## src/hdl/ssp_pkg.sv

```systemverilog
// Shared constants, codes and types for the small-graph shortest-path block.
package ssp_pkg;

  localparam int NODES_DEF   = 16;
  localparam int DEGREE_DEF  = 4;
  localparam int MAX_RESULTS = 16;
  localparam logic [7:0] DIST_INF = 8'hFF;

  // Function codes carried by an input item.
  typedef enum logic [1:0] {
    FUNC_SLOT   = 2'd0,
    FUNC_ENABLE = 2'd1,
    FUNC_QUERY  = 2'd2,
    FUNC_NONE   = 2'd3
  } func_t;

  // Sequencer states.
  typedef enum logic [3:0] {
    ST_CLEAR,
    ST_IDLE,
    ST_INIT,
    ST_SCAN,
    ST_SCAN_END,
    ST_ADJ_RD,
    ST_ADJ_EV,
    ST_RELAX,
    ST_GOAL_RD,
    ST_GOAL_EV,
    ST_CH_WR,
    ST_CH_EV,
    ST_EM_RD,
    ST_EM_EV,
    ST_OUT
  } state_t;

  // Write request for the node enable flags.
  typedef struct packed {
    logic       we;
    logic [5:0] idx;
    logic       val;
  } en_wr_t;

endpackage

```

## src/hdl/ssp_ram.sv

```systemverilog
// Simple dual-port synchronous RAM with a registered read port.
module ssp_ram #(
  parameter int W  = 8,
  parameter int D  = 16,
  parameter int AW = 4
) (
  input  logic          clk,
  input  logic          we,
  input  logic [AW-1:0] waddr,
  input  logic [W-1:0]  wdata,
  input  logic [AW-1:0] raddr,
  output logic [W-1:0]  rdata
);

  logic [W-1:0] mem [D];

  // Write port and registered read port.
  always_ff @(posedge clk) begin
    if (we) begin
      mem[waddr] <= wdata;
    end
    rdata <= mem[raddr];
  end

endmodule

```

## src/hdl/ssp_engine.sv

```systemverilog
// Sequencer: item decode, Dijkstra rounds over the memories, path backtrack and emission.
module ssp_engine import ssp_pkg::*; #(
  parameter int NODES  = NODES_DEF,
  parameter int DEGREE = DEGREE_DEF,
  parameter int NW = $clog2(NODES),
  parameter int AW = $clog2(NODES * DEGREE),
  parameter int SW = NW + 10
) (
  input  logic             clk,
  input  logic             rst,
  input  logic             in_valid,
  output logic             in_ready,
  input  logic [1:0]       func,
  input  logic [5:0]       node,
  input  logic [1:0]       slot,
  input  logic [3:0]       neighbour,
  input  logic             edge_present,
  input  logic [7:0]       weight,
  input  logic             enable_flag,
  input  logic [5:0]       goal_node,
  output logic             out_valid,
  input  logic             out_ready,
  output logic             found,
  output logic [3:0]       path_node,
  output logic [7:0]       distance,
  output logic             last,
  input  logic [NODES-1:0] en,
  output en_wr_t           en_wr,
  output logic             adj_we,
  output logic [AW-1:0]    adj_waddr,
  output logic [12:0]      adj_wdata,
  output logic [AW-1:0]    adj_raddr,
  input  logic [12:0]      adj_rdata,
  output logic             sc_we,
  output logic [NW-1:0]    sc_waddr,
  output logic [SW-1:0]    sc_wdata,
  output logic [NW-1:0]    sc_raddr,
  input  logic [SW-1:0]    sc_rdata,
  output logic             ch_we,
  output logic [NW-1:0]    ch_waddr,
  output logic [NW-1:0]    ch_wdata,
  output logic [NW-1:0]    ch_raddr,
  input  logic [NW-1:0]    ch_rdata
);

  localparam int KW = (DEGREE > 1) ? $clog2(DEGREE) : 1;
  localparam logic [6:0]  NODES_L  = 7'(NODES);
  localparam logic [NW:0] NODES_J  = (NW + 1)'(NODES);
  localparam logic [AW:0] CLR_LAST = (AW + 1)'(NODES * DEGREE - 1);
  localparam logic [KW-1:0] K_LAST = KW'(DEGREE - 1);

  state_t state, state_next;
  logic [AW:0]   clr, clr_next;
  logic [NW-1:0] start_n, start_n_next, goal_n, goal_n_next;
  logic [NW:0]   j, j_next;
  logic          pend, pend_next;
  logic [NW-1:0] pidx, pidx_next;
  logic [7:0]    lowest, lowest_next;
  logic          ufound, ufound_next;
  logic [NW-1:0] u, u_next;
  logic          upv, upv_next;
  logic [NW-1:0] upred, upred_next;
  logic [KW-1:0] k, k_next;
  logic [NW-1:0] cur, cur_next;
  logic [NW:0]   len, len_next;
  logic [NW:0]   idx, idx_next;
  logic [7:0]    dgoal, dgoal_next;
  logic          out_valid_next, found_next, last_next;
  logic [3:0]    path_node_next;
  logic [7:0]    distance_next;

  // Scratch entry fields: visited, predecessor valid, predecessor, distance.
  logic [7:0]    s_dist;
  logic [NW-1:0] s_pred;
  logic          s_pv, s_vis;
  logic          e_present;
  logic [6:0]    e_v;
  logic [7:0]    e_w;
  logic [8:0]    sum;
  logic          in_acc;
  logic [6:0]    node7, goal7;
  logic [7:0]    len8;

  assign s_dist    = sc_rdata[7:0];
  assign s_pred    = sc_rdata[NW+7:8];
  assign s_pv      = sc_rdata[NW+8];
  assign s_vis     = sc_rdata[NW+9];
  assign e_present = adj_rdata[12];
  assign e_v       = 7'(adj_rdata[11:8]);
  assign e_w       = adj_rdata[7:0];
  assign sum       = {1'b0, lowest} + {1'b0, dgoal};
  assign in_ready  = (state == ST_IDLE);
  assign in_acc    = in_valid && in_ready;
  assign node7     = 7'(node);
  assign goal7     = 7'(goal_node);
  assign len8      = 8'(len);

  // Register update.
  always_ff @(posedge clk) begin
    if (rst) begin
      state     <= ST_CLEAR;
      clr       <= '0;
      out_valid <= 1'b0;
      pend      <= 1'b0;
    end else begin
      state     <= state_next;
      clr       <= clr_next;
      out_valid <= out_valid_next;
      pend      <= pend_next;
    end
    start_n   <= start_n_next;
    goal_n    <= goal_n_next;
    j         <= j_next;
    pidx      <= pidx_next;
    lowest    <= lowest_next;
    ufound    <= ufound_next;
    u         <= u_next;
    upv       <= upv_next;
    upred     <= upred_next;
    k         <= k_next;
    cur       <= cur_next;
    len       <= len_next;
    idx       <= idx_next;
    dgoal     <= dgoal_next;
    found     <= found_next;
    last      <= last_next;
    path_node <= path_node_next;
    distance  <= distance_next;
  end

  // Next state, memory accesses and result register loads.
  always_comb begin
    state_next     = state;
    clr_next       = clr;
    start_n_next   = start_n;
    goal_n_next    = goal_n;
    j_next         = j;
    pend_next      = 1'b0;
    pidx_next      = pidx;
    lowest_next    = lowest;
    ufound_next    = ufound;
    u_next         = u;
    upv_next       = upv;
    upred_next     = upred;
    k_next         = k;
    cur_next       = cur;
    len_next       = len;
    idx_next       = idx;
    dgoal_next     = dgoal;
    out_valid_next = out_valid;
    found_next     = found;
    last_next      = last;
    path_node_next = path_node;
    distance_next  = distance;
    en_wr          = '0;
    adj_we         = 1'b0;
    adj_waddr      = '0;
    adj_wdata      = '0;
    adj_raddr      = AW'(u * DEGREE + k);
    sc_we          = 1'b0;
    sc_waddr       = '0;
    sc_wdata       = '0;
    sc_raddr       = j[NW-1:0];
    ch_we          = 1'b0;
    ch_waddr       = len[NW-1:0];
    ch_wdata       = cur;
    ch_raddr       = idx[NW-1:0];

    unique case (state)
      // Empty every neighbour slot after reset.
      ST_CLEAR: begin
        adj_we    = 1'b1;
        adj_waddr = clr[AW-1:0];
        clr_next  = clr + 1'b1;
        if (clr == CLR_LAST) begin
          state_next = ST_IDLE;
        end
      end

      // Take one item and decode it.
      ST_IDLE: begin
        if (in_acc) begin
          unique case (func_t'(func))
            FUNC_SLOT: begin
              if (node7 < NODES_L && 32'(slot) < DEGREE) begin
                adj_we    = 1'b1;
                adj_waddr = AW'(node[NW-1:0] * DEGREE + slot);
                adj_wdata = {edge_present, neighbour, weight};
              end
            end
            FUNC_ENABLE: begin
              en_wr.we  = (node7 < NODES_L);
              en_wr.idx = node;
              en_wr.val = enable_flag;
            end
            FUNC_QUERY: begin
              start_n_next = node[NW-1:0];
              goal_n_next  = goal_node[NW-1:0];
              if (node7 >= NODES_L || goal7 >= NODES_L ||
                  !en[node[NW-1:0]] || !en[goal_node[NW-1:0]]) begin
                out_valid_next = 1'b1;
                found_next     = 1'b0;
                path_node_next = '0;
                distance_next  = '0;
                last_next      = 1'b1;
                state_next     = ST_OUT;
              end else if (node == goal_node) begin
                out_valid_next = 1'b1;
                found_next     = 1'b1;
                path_node_next = node[3:0];
                distance_next  = '0;
                last_next      = 1'b1;
                state_next     = ST_OUT;
              end else begin
                j_next     = '0;
                state_next = ST_INIT;
              end
            end
            default: begin
            end
          endcase
        end
      end

      // Reset the scratch entries of every node.
      ST_INIT: begin
        sc_we    = 1'b1;
        sc_waddr = j[NW-1:0];
        sc_wdata = {1'b0, 1'b0, {NW{1'b0}},
                    (j[NW-1:0] == start_n) ? 8'd0 : DIST_INF};
        j_next   = j + 1'b1;
        if (j + 1'b1 == NODES_J) begin
          j_next      = '0;
          lowest_next = DIST_INF;
          ufound_next = 1'b0;
          state_next  = ST_SCAN;
        end
      end

      // Stream through the scratch memory for the closest open node.
      ST_SCAN: begin
        if (pend && !s_vis && en[pidx] && s_dist < lowest) begin
          lowest_next = s_dist;
          ufound_next = 1'b1;
          u_next      = pidx;
          upv_next    = s_pv;
          upred_next  = s_pred;
        end
        if (j != NODES_J) begin
          sc_raddr  = j[NW-1:0];
          pend_next = 1'b1;
          pidx_next = j[NW-1:0];
          j_next    = j + 1'b1;
        end else begin
          state_next = ST_SCAN_END;
        end
      end

      // Settle the chosen node, or move on to the backtrack.
      ST_SCAN_END: begin
        if (ufound) begin
          sc_we      = 1'b1;
          sc_waddr   = u;
          sc_wdata   = {1'b1, upv, upred, lowest};
          k_next     = '0;
          state_next = ST_ADJ_RD;
        end else begin
          state_next = ST_GOAL_RD;
        end
      end

      ST_ADJ_RD: begin
        adj_raddr  = AW'(u * DEGREE + k);
        state_next = ST_ADJ_EV;
      end

      // Inspect one neighbour slot of the settled node.
      ST_ADJ_EV: begin
        dgoal_next = e_w;
        if (!e_present) begin
          j_next      = '0;
          lowest_next = DIST_INF;
          ufound_next = 1'b0;
          state_next  = ST_SCAN;
        end else if (e_v < NODES_L && en[e_v[NW-1:0]]) begin
          sc_raddr   = e_v[NW-1:0];
          cur_next   = e_v[NW-1:0];
          state_next = ST_RELAX;
        end else if (k == K_LAST) begin
          j_next      = '0;
          lowest_next = DIST_INF;
          ufound_next = 1'b0;
          state_next  = ST_SCAN;
        end else begin
          k_next     = k + 1'b1;
          state_next = ST_ADJ_RD;
        end
      end

      // Relax the neighbour when the new sum is strictly smaller.
      ST_RELAX: begin
        if (!s_vis && sum < {1'b0, s_dist}) begin
          sc_we    = 1'b1;
          sc_waddr = cur;
          sc_wdata = {1'b0, 1'b1, u, sum[7:0]};
        end
        if (k == K_LAST) begin
          j_next      = '0;
          lowest_next = DIST_INF;
          ufound_next = 1'b0;
          state_next  = ST_SCAN;
        end else begin
          k_next     = k + 1'b1;
          state_next = ST_ADJ_RD;
        end
      end

      ST_GOAL_RD: begin
        sc_raddr   = goal_n;
        state_next = ST_GOAL_EV;
      end

      // Check reachability of the goal.
      ST_GOAL_EV: begin
        if (s_dist == DIST_INF) begin
          out_valid_next = 1'b1;
          found_next     = 1'b0;
          path_node_next = '0;
          distance_next  = '0;
          last_next      = 1'b1;
          state_next     = ST_OUT;
        end else begin
          dgoal_next = s_dist;
          cur_next   = goal_n;
          len_next   = '0;
          state_next = ST_CH_WR;
        end
      end

      // Record the chain from goal back to start.
      ST_CH_WR: begin
        ch_we      = 1'b1;
        ch_waddr   = len[NW-1:0];
        ch_wdata   = cur;
        sc_raddr   = cur;
        len_next   = len + 1'b1;
        state_next = ST_CH_EV;
      end

      ST_CH_EV: begin
        if (!s_pv || len == NODES_J) begin
          if (len8 > 8'(MAX_RESULTS)) begin
            idx_next = (NW + 1)'(MAX_RESULTS - 1);
          end else begin
            idx_next = len - 1'b1;
          end
          state_next = ST_EM_RD;
        end else begin
          cur_next   = s_pred;
          state_next = ST_CH_WR;
        end
      end

      ST_EM_RD: begin
        ch_raddr   = idx[NW-1:0];
        state_next = ST_EM_EV;
      end

      // Load one path node into the result register.
      ST_EM_EV: begin
        out_valid_next = 1'b1;
        found_next     = 1'b1;
        path_node_next = 4'(ch_rdata);
        last_next      = (idx == '0);
        distance_next  = (idx == '0) ? dgoal : 8'd0;
        state_next     = ST_OUT;
      end

      // Hold the result until it is taken.
      ST_OUT: begin
        if (out_ready) begin
          out_valid_next = 1'b0;
          if (last) begin
            state_next = ST_IDLE;
          end else begin
            idx_next   = idx - 1'b1;
            state_next = ST_EM_RD;
          end
        end
      end

      default: begin
        state_next = ST_IDLE;
      end
    endcase
  end

endmodule

```

## src/hdl/small_graph_shortest_path.sv

```systemverilog
// A query's running time is set by its scan rounds; each round reads the scratch entry of
// every node. Slot and enable writes are made as the item is accepted, and one item is
// worked on at a time. Each path result waits in the output register until taken; the next
// is read from the chain memory only after that. After reset the adjacency memory is
// cleared with in_ready low; all nodes come out of reset enabled.
module small_graph_shortest_path import ssp_pkg::*; #(
  parameter int NODES  = NODES_DEF,
  parameter int DEGREE = DEGREE_DEF
) (
  input  logic       clk,
  input  logic       rst,
  input  logic       in_valid,
  output logic       in_ready,
  input  logic [1:0] func,
  input  logic [5:0] node,
  input  logic [1:0] slot,
  input  logic [3:0] neighbour,
  input  logic       edge_present,
  input  logic [7:0] weight,
  input  logic       enable_flag,
  input  logic [5:0] goal_node,
  output logic       out_valid,
  input  logic       out_ready,
  output logic       found,
  output logic [3:0] path_node,
  output logic [7:0] distance,
  output logic       last
);

  localparam int NW = $clog2(NODES);
  localparam int AW = $clog2(NODES * DEGREE);
  localparam int SW = NW + 10;

  logic [NODES-1:0] en;
  en_wr_t           en_wr;
  logic             adj_we, sc_we, ch_we;
  logic [AW-1:0]    adj_waddr, adj_raddr;
  logic [12:0]      adj_wdata, adj_rdata;
  logic [NW-1:0]    sc_waddr, sc_raddr, ch_waddr, ch_raddr, ch_wdata, ch_rdata;
  logic [SW-1:0]    sc_wdata, sc_rdata;

  // Node enable flags, all set by reset.
  always_ff @(posedge clk) begin
    if (rst) begin
      en <= '1;
    end else if (en_wr.we) begin
      en[en_wr.idx[NW-1:0]] <= en_wr.val;
    end
  end

  // Neighbour slots: present, neighbour index, weight.
  ssp_ram #(.W(13), .D(NODES * DEGREE), .AW(AW)) u_adj (
    .clk(clk), .we(adj_we), .waddr(adj_waddr), .wdata(adj_wdata),
    .raddr(adj_raddr), .rdata(adj_rdata)
  );

  // Per-query scratch: visited, predecessor and best distance.
  ssp_ram #(.W(SW), .D(NODES), .AW(NW)) u_scratch (
    .clk(clk), .we(sc_we), .waddr(sc_waddr), .wdata(sc_wdata),
    .raddr(sc_raddr), .rdata(sc_rdata)
  );

  // Path chain from goal back to start.
  ssp_ram #(.W(NW), .D(NODES), .AW(NW)) u_chain (
    .clk(clk), .we(ch_we), .waddr(ch_waddr), .wdata(ch_wdata),
    .raddr(ch_raddr), .rdata(ch_rdata)
  );

  ssp_engine #(.NODES(NODES), .DEGREE(DEGREE)) u_engine (
    .clk(clk), .rst(rst),
    .in_valid(in_valid), .in_ready(in_ready),
    .func(func), .node(node), .slot(slot), .neighbour(neighbour),
    .edge_present(edge_present), .weight(weight), .enable_flag(enable_flag),
    .goal_node(goal_node),
    .out_valid(out_valid), .out_ready(out_ready),
    .found(found), .path_node(path_node), .distance(distance), .last(last),
    .en(en), .en_wr(en_wr),
    .adj_we(adj_we), .adj_waddr(adj_waddr), .adj_wdata(adj_wdata),
    .adj_raddr(adj_raddr), .adj_rdata(adj_rdata),
    .sc_we(sc_we), .sc_waddr(sc_waddr), .sc_wdata(sc_wdata),
    .sc_raddr(sc_raddr), .sc_rdata(sc_rdata),
    .ch_we(ch_we), .ch_waddr(ch_waddr), .ch_wdata(ch_wdata),
    .ch_raddr(ch_raddr), .ch_rdata(ch_rdata)
  );

endmodule

```

## config.mk

```make
export PLATFORM = sky130hd
export DESIGN_NAME = small_graph_shortest_path
export DESIGN_NICKNAME = d
export VERILOG_FILES = /design/src/hdl/ssp_pkg.sv /design/src/hdl/ssp_ram.sv /design/src/hdl/ssp_engine.sv /design/src/hdl/small_graph_shortest_path.sv
export SDC_FILE = /design/constraint.sdc
export NUM_CORES = 2
export LEC_CHECK = 0
export ABC_CLOCK_PERIOD_IN_PS = 10910
export BUFFER_PORTS_ARGS = -buffer_cell sky130_fd_sc_hd__buf_2
export CAP_MARGIN = 20
export CELL_PAD_IN_SITES_DETAIL_PLACEMENT = 1
export CELL_PAD_IN_SITES_GLOBAL_PLACEMENT = 2
export CORE_ASPECT_RATIO = 1.1
export CORE_UTILIZATION = 45
export CTS_BUF_LIST = sky130_fd_sc_hd__clkbuf_8
export CTS_CLUSTER_SIZE = 28
export DETAILED_ROUTE_END_ITERATION = 7
export PLACE_DENSITY_LB_ADDON = 0.1
export SYNTH_ARGS = -nofsm -noshare
export SYNTH_HDL_FRONTEND = slang
export SYNTH_SLANG_ARGS = --single-unit
export TNS_END_PERCENT = 100
```

## constraint.sdc

```tcl
create_clock -name clk -period 10.91 [get_ports clk]
set_input_delay 0.5455 -clock clk [delete_from_list [all_inputs] [get_ports clk]]
set_output_delay 0.5455 -clock clk [all_outputs]
set_load 0.03 [all_outputs]
```

==> out/summary.txt <==
status: completed
vias in the first global route: 28400
core area: 0.111 sq mm
GRT Util Overall: 0.240
CTS max path bufs: 3
Die H: 354 um
Final setup violation count: 0
Via density: 5.73
Final Cycle Share: 0.431
Top Metal Used: met4
global-route wire length before repair: 196 mm
max-cap violation count: 0
Layout Nets: 3052
Lkg Pwr: 0.0184 uW
Hold WC Path Type: input port to register
DRC violations left: 0
Post-Synth Adder-Cell Area: 0.00832
clock latency on the worst-skew pair: 900 ps
Final Instance Area: 0.0569 sq mm
Worst slew margin: 0.274
Worst Setup End Kind: register
Placer Congestion: 0.809
Top-Level Pins: 50
Max rail drop VDD: 123 uV
Final Skew: 49.6 ps
xor/xnor share of the synthesized area: 0.00503
routed wire length: 134 mm
post-synthesis area per instance: 18.3 sq um
setup TNS: 0 ps
WL/cell: 28.9 um
hpwl dp: 85.3 mm
layout cells sized above 1: 0.243
Final ANT Viol Nets: 0
Yosys reg bits: 1253
fmax: 0.212 GHz
num rows: 128
Overall Power: 9370 uW
Simple-Gate Fraction of Synth Area: 0.0601
TritonCTS Buffers: 199
Non-Filler Instances: 4651
min cycle time layout: 4710 ps
WP data arrival: 5290 ps
full die area: 0.114 sq mm
mux cell area share after synthesis: 0.148
Inst Count DP: 4269
Synth top area share: 0.709
met2 WL: 70.4 mm
most frequent cell after synthesis: edfxtp_1
Root Buffer: clkbuf_8
initial antenna violation count: 6
WL met1: 54.6 mm
Iteration-0 DRC Markers: 2083
TritonCTS clock tree: yes
EDFF count, synth: 1193
Power Density: 165 mW/mm^2
Synth Warn #: 0
main combinational cell family by area after synthesis: multiplexers
largest net degree at the start of global routing: 143
Setup crit start kind: register
grt ovf: 0
Vias: 26600
PortBufs: 49
Placed Area: 0.0531 sq mm
Setup CP Type: register to register
endpoints failing hold: 0
Initial Util: 0.455
Commonest cells post-synth: 1193 x edfxtp_1, 312 x mux4_2, 281 x nand2_1
Distinct cells, synth: 70
CTS H-tree lvls: 4
clock sinks: 1253
Post-Syn Nets: 2833
Layout area overhead: 12.6%
fin. max-slew vios: 0
register area share after synthesis: 0.733
Yosys top cell by area: edfxtp_1
post-CTS setup repair buffer count: 0
Post-synth ARST share: 0
1st-pass router iterations: 5
crit path max fanout: 8
Chip Width: 322 um
CTS clk-pin slew, worst paths: 60 ps
worst-margin pin slew: 1090 ps
Synth Flop Type: edfxtp_1
data required time of the worst path: 11490 ps
post-cts resize count: 0
Netlist Area Pre-Place: 0.0505 sq mm
Mapped Cells: 2766
met3 WL: 5.73 mm
Compound-Gate Fraction of Synth Area: 0.0300
Area contributors post-synth: edfxtp_1 71%, mux4_2 14%, dfxtp_1 2.4%
unrepaired setup endpoints after global routing: no
==> final timing paths <==
| path | from | to | slack [ps] | cells past startpoint |
|---|---|---|---|---|
| hold reg to reg | u_engine.clr[6] | u_engine.clr[6] | 490 | 2 |
| setup reg to reg | u_engine.lowest[1] | u_scratch.mem[3][1] | 6200 | 18 |
| hold / removal | node[3] | u_engine.start_n[3] | 130 | 1 |
| setup / recovery | u_engine.lowest[1] | u_scratch.mem[3][1] | 6200 | 18 |
==> final cells by class <==
type / count / area (sq um)
fillers: 10200 / 54100
flip-flops and latches: 1253 / 37000
multi-input cells: 1327 / 12800
clock buffers: 212 / 2920
well taps: 1495 / 1870
repair buffers: 169 / 1380
clock inverters: 159 / 807
inverters: 35 / 131
diodes: 1 / 2.50
==> per-layer routing <==
metal,GRT usage,vias up
li1,-,11500
met1,0.307,14200
met2,0.417,673
met3,0.0386,195
met4,0.0800,0
met5,0,-
==> power by group <==
part / switching [uW] / internal, uW / total, uW
clock network: 1870 / 1900 / 3770
logic: 196 / 85.1 / 281
registers: 34.1 / 5290 / 5320
total: 2100 / 7270 / 9370
==> cells by family after synthesis <==
family / after synthesis
flops: 1253
simple gates: 672
mux: 358
compound gates: 235
buf+inv: 186
fa+ha+maj: 33
xor+xnor: 29
==> state kept, by name, indices dropped and copies added, names as in the netlist, 2 cells and up <==
| signal | cells |
|---|---|
| en | 16 |
| u_adj.mem | 832 |
| u_adj.rdata | 13 |
| u_chain.mem | 64 |
| u_chain.rdata | 4 |
| u_engine.ch_wdata | 4 |
| u_engine.clr | 7 |
| u_engine.dgoal | 8 |
| u_engine.distance | 8 |
| u_engine.goal_n | 4 |
| u_engine.idx | 5 |
| u_engine.j | 5 |
| u_engine.k | 2 |
| u_engine.len | 5 |
| u_engine.lowest | 8 |
| u_engine.path_node | 4 |
| u_engine.pidx | 4 |
| u_engine.start_n | 4 |
| u_engine.state | 4 |
| u_engine.u | 4 |
| u_engine.upred | 4 |
| u_scratch.mem | 224 |
| u_scratch.rdata | 14 |
==> through the flow <==
step	hold slack (ps)	worst slack [ps]	utilization
finish	130	6200	0.513
detailed placement	485	5970	0.478
global placement	463	5740	0.473
global route	64.4	5700	0.513
CTS	22.4	5970	0.512
floorplan	408	6830	-
==> worst max-delay path, stage by stage, from the launching register on <==
cell and delay [ps]:
edfxtp_1 430, ha_1 300, a21o_1 160, a21oi_1 240
o21ai_0 140, a21oi_1 240, o21ai_0 130, a21oi_1 190
xnor2_1 120, ha_1 190, nor4_1 350, nand3_1 150
nor3_1 150, o21ai_0 160, a21o_1 270, o21ai_0 260
nand2_1 160, nor2_1 530, buf_6 240
==> cells in the final DEF (no fill, tap or decap), drive strengths merged, types with 16 or more instances in the layout <==
cell type and count:
clkbuf 212, mux4 312, inv 119, nor3 31, a22oi 16, nor2 157
o21ai 54, and2 40, nand2b 16, edfxtp 1193, mux2i 37, a32oi 16
nand4 25, buf 164, xor2 20, nand2 282, ha 32, a21oi 62
nand3 70, clkinv 68, a31oi 19, dfxtp 60
==> timing repair <==
action                                  in CTS  in global routing
hold buffers                                 5                  0
endpoints found under the setup margin       0                  0
hold endpoints to repair                     5                  0
Power figures use the tool's default switching activity.
